[src/rtl/core/assert_macros.svh]
// ----------------------------------------------------------------------------
// assert_macros.svh
// Concurrent assertion macros for the core RTL.
// ----------------------------------------------------------------------------
`ifndef ASSERT_MACROS_SVH
`define ASSERT_MACROS_SVH

`ifndef NO_ASSERTIONS

// checked on every rising edge, held off while reset is asserted
`define ASSERT_CLK(lbl, clk, rstn, prop, msg) \
  lbl: assert property (@(posedge clk) disable iff (!rstn) (prop)) else $error(msg);

// checked on every rising edge, reset included
`define ASSERT_ALWAYS(lbl, clk, prop, msg) \
  lbl: assert property (@(posedge clk) (prop)) else $error(msg);

`else

`define ASSERT_CLK(lbl, clk, rstn, prop, msg)
`define ASSERT_ALWAYS(lbl, clk, prop, msg)

`endif

`endif

[src/rtl/core/hcbe_ram.sv]
// ----------------------------------------------------------------------------
// hcbe_ram
// Generic single-write, single-read RAM with registered read data.
// ----------------------------------------------------------------------------
`default_nettype none

module hcbe_ram #(
  parameter int Width = 8,
  parameter int Depth = 16,
  localparam int AddrW = (Depth > 1) ? $clog2(Depth) : 1
) (
  input  wire logic             clk_i,
  input  wire logic             we_i,
  input  wire logic [AddrW-1:0] waddr_i,
  input  wire logic [Width-1:0] wdata_i,
  input  wire logic             re_i,
  input  wire logic [AddrW-1:0] raddr_i,
  output logic      [Width-1:0] rdata_o
);

  logic [Width-1:0] mem_q [Depth];
  logic [Width-1:0] rdata_q;

  always_ff @(posedge clk_i) begin
    if (we_i) begin
      mem_q[waddr_i] <= wdata_i;
    end
    if (re_i) begin
      rdata_q <= mem_q[raddr_i];
    end
  end

  assign rdata_o = rdata_q;

endmodule

`default_nettype wire

[config.mk]
export PLATFORM = sky130hd
export DESIGN_NAME = hcbe_ram
export DESIGN_NICKNAME = d
export VERILOG_FILES = /design/src/rtl/core/assert_macros.svh /design/src/rtl/core/hcbe_ram.sv
export SDC_FILE = /design/constraint.sdc
export NUM_CORES = 1
export LEC_CHECK = 0
export BUFFER_PORTS_ARGS = -buffer_cell sky130_fd_sc_hd__buf_4
export CORE_MARGIN = 2
export CORE_UTILIZATION = 40
export CTS_CLUSTER_SIZE = 20
export DETAILED_ROUTE_END_ITERATION = 10
export GPL_TIMING_DRIVEN = 0
export MAX_ROUTING_LAYER = met4
export PLACE_DENSITY = 0.54
export SYNTH_ARGS = -nofsm -noshare
export SYNTH_HDL_FRONTEND = slang
export SYNTH_SLANG_ARGS = --single-unit
[constraint.sdc]
create_clock -name clk_i -period 5.1 [get_ports clk_i]
set_clock_uncertainty 0.15 [all_clocks]
set_input_delay 0.765 -clock clk_i [delete_from_list [all_inputs] [get_ports clk_i]]
set_output_delay 0.765 -clock clk_i [all_outputs]
set_load 0.01 [all_outputs]
==> impl_metrics.yaml <==
final_layout:
  multi_input_area_um2: 1060
  regArea_um2: 4080
  fillCellCount: 1037
  finalNetCount: 292
  final_util_pct: 49.3
  drive_gt1_share_pct: 29.4
  fin_cells: 458
  antennaDiodeCount: 0
  area_growth_pct: 19.5
sta:
  worstMarginPinSlew_ns: 1.26
  hold_viol: 0
  fin_setup_tns_ns: 0
  fmax_mhz: 400
  setup_violations: 0
  finalCritPeriodShare_pct: 49.0
  slew_headroom_pct: 15.5
  grt_setup_unrepaired: "no"
  whs_ns: 0.494
  finalCriticalPeriod_ns: 2.50
  slew_viol_final: 0
clocking:
  postCtsResizedCells: 0
  cts_hold_buf: 0
  clkSinkCount: 136
  clk_latency_ns: 0.40
  cts_max_level: 4
  root_buffer: "clkbuf_16"
  path_clk_slew_ns: 0.06
  cts_buffers: 17
  clockBufferDepth: 2
  cts_tree: "built"
  cts_post_setup_buffers_inserted: 0
floorplanning:
  core_area_um2: 12700
  start_util_pct: 41.3
  die_area_um2: 14000
  placementRows: 41
  fp.dieH_um: 118
  io_pins: 27
  chipWidth_um: 118
global_routing:
  grt_start_max_net_pins: 17
  antenna_found_initial: 0
  use_met2_pct: 22.8
  use_met3_pct: 4.44
  top_usage_layer: "met2"
  met1_usage_pct: 21.5
  grt_pass1_vias: 2336
  grt_first_pass_wirelength_um: 14800
  grt_util_all_layers_pct: 15.8
  grt-ovfl-total: 0
yosys:
  ys_warn_count: 0
  synth_cells: 229
  syn_avg_cell_area_um2: 22.8
  synth_nets: 248
  syn_area_um2: 5230
  ys_types: 18
  ys_seq_elements: 136
  ys_seq_area_share_pct: 78.1
setup_path:
  critPathBufInv: 1
  crit_path_max_incr_delay_ns: 0.95
  path_cells: "buf_4 -> or3b_2 -> nor3_1"
  end_kind: "register"
  slowest_stage: "nor3_1"
  criticalPathCategory: "in2reg"
  cp.arrival_ns: 2.36
  path_delay_family: "simple AND/OR/NAND/NOR gates"
  cp-start-kind: "primary input"
  required_ns: 4.96
  crit_fanout: 8
pwr:
  p_seq_share_pct: 47.9
  cellPowerDensity_nw_per_um2: 423
  total_power_uw: 2640
  p_int_uw: 2130
  pwr-share-comb_pct: 4.8
  p_leak_uw: 0.00207
  netSwitchingPower_uw: 511
  p_sw_share_pct: 19.4
  vdd_drop_max_v: 0.000199
  clock_power_share_pct: 47.2
placement:
  gp_congestion: 0.695
  hpwl_um: 6360
  port_buffers: 25
  place_inst: 426
route:
  routed_wl_um: 10000
  vias_per_cell: 5.19
  drt_iter0_markers: 114
  vias: 2375
  drtPass1Iterations: 4
  route.detailed.drc: 0
  ant_nets: 0
  avgRoutedWirePerCell_um: 21.9
job:
  cap_violations: 0
min_path:
  hold_class: "in2reg"
status:
  status: "completed"
[stage by stage]
stage          setup WS [ns]  area, um2
2_1_floorplan           2.69       5230
3_3_place_gp            2.12       5630
3_5_place_dp            2.17       5630
4_1_cts                 2.62       6240
5_1_grt                 2.46       6240
6_report                2.60       6240
[per-layer routing]
| metal | up-vias | routed length, um | share of wire [%] |
|---|---|---|---|
| li1 | 1073 | - | - |
| met1 | 1226 | 4620 | 46 |
| met2 | 70 | 4890 | 49 |
| met3 | 6 | 449 | 4.5 |
| met4 | 0 | 75 | 0.75 |
| met5 | - | 0 | 0 |
[power groups by stage]
stage	Sequential, uW	Combinational, uW	Clock, uW
6_report	1270	127	1250
5_1_grt	1270	138	1320
4_1_cts	1270	129	1260
3_5_place_dp	1290	129	0
3_3_place_gp	1290	126	0
2_1_floorplan	1290	63.6	0
[synth_stat cells]
| master | instances | area (um2) |
|---|---|---|
| edfxtp_1 | 136 | 4080 |
| mux4_2 | 18 | 405 |
| a22oi_1 | 16 | 120 |
| mux4_1 | 14 | 368 |
| nor2_1 | 13 | 48.8 |
| nand2_1 | 9 | 33.8 |
| nor3_1 | 4 | 20.0 |
| buf_2 | 3 | 15.0 |
| buf_6 | 3 | 33.8 |
| clkdlybuf4s25_2 | 3 | 30.0 |
| nand2b_1 | 2 | 12.5 |
| nand3b_1 | 2 | 15.0 |
| and2_1 | 1 | 6.26 |
| and2b_1 | 1 | 7.51 |
| buf_4 | 1 | 7.51 |
| nand3_1 | 1 | 5.00 |
| nor2b_1 | 1 | 6.26 |
| or3b_2 | 1 | 8.76 |
[worst paths after layout]
| kind | startpoint | end | cells past startpoint | slack, ns |
|---|---|---|---|---|
| max | waddr_i[2] | mem_q[0][5] | 3 | 2.60 |
| min | re_i | rdata_o[3] | 1 | 0.49 |
| max reg2reg | mem_q[3][7] | rdata_o[7] | 3 | 3.40 |
| min reg2reg | mem_q[11][7] | rdata_o[7] | 3 | 0.61 |
[cell usage in the layout (no fill, tap or decap)]
cell / count
clkbuf_1: 1
buf_6: 3
edfxtp_1: 136
clkbuf_16: 17
nor2_1: 13
bufinv_16: 4
nand3_1: 1
nor3_2: 1
clkinv_1: 2
buf_4: 26
buf_2: 3
nand2b_1: 2
mux4_1: 14
clkinv_4: 1
nor2b_1: 1
clkinv_2: 4
inv_6: 1
nand2_1: 9
clkdlybuf4s25_2: 3
mux4_2: 18
or3b_2: 1
and2b_1: 1
clkinvlp_4: 2
a22oi_1: 16
nor3_1: 3
and2_1: 1
nand3b_1: 2
[layout make-up]
type                    count  area share [%]
clock buffers              18            6.87
flip-flops and latches    136            65.4
repair buffers             25            3.01
multi-input cells          83            17.0
plain buffers              10            1.38
clock inverters            14            2.89
well taps                 172            3.45
[sequential cells by signal, summed over array words and instances (netlist names)]
register,cells
mem_q,128
rdata_o,8
[cells by family after synthesis]
family / synth area share [%]
AND/OR/NAND/NOR: 3.14
AO/OA/AOI/OAI: 2.30
buffers and inverters: 1.65
multiplexers: 14.8
flip-flops: 78.1
Note: power is estimated with default switching activity, not from simulation.
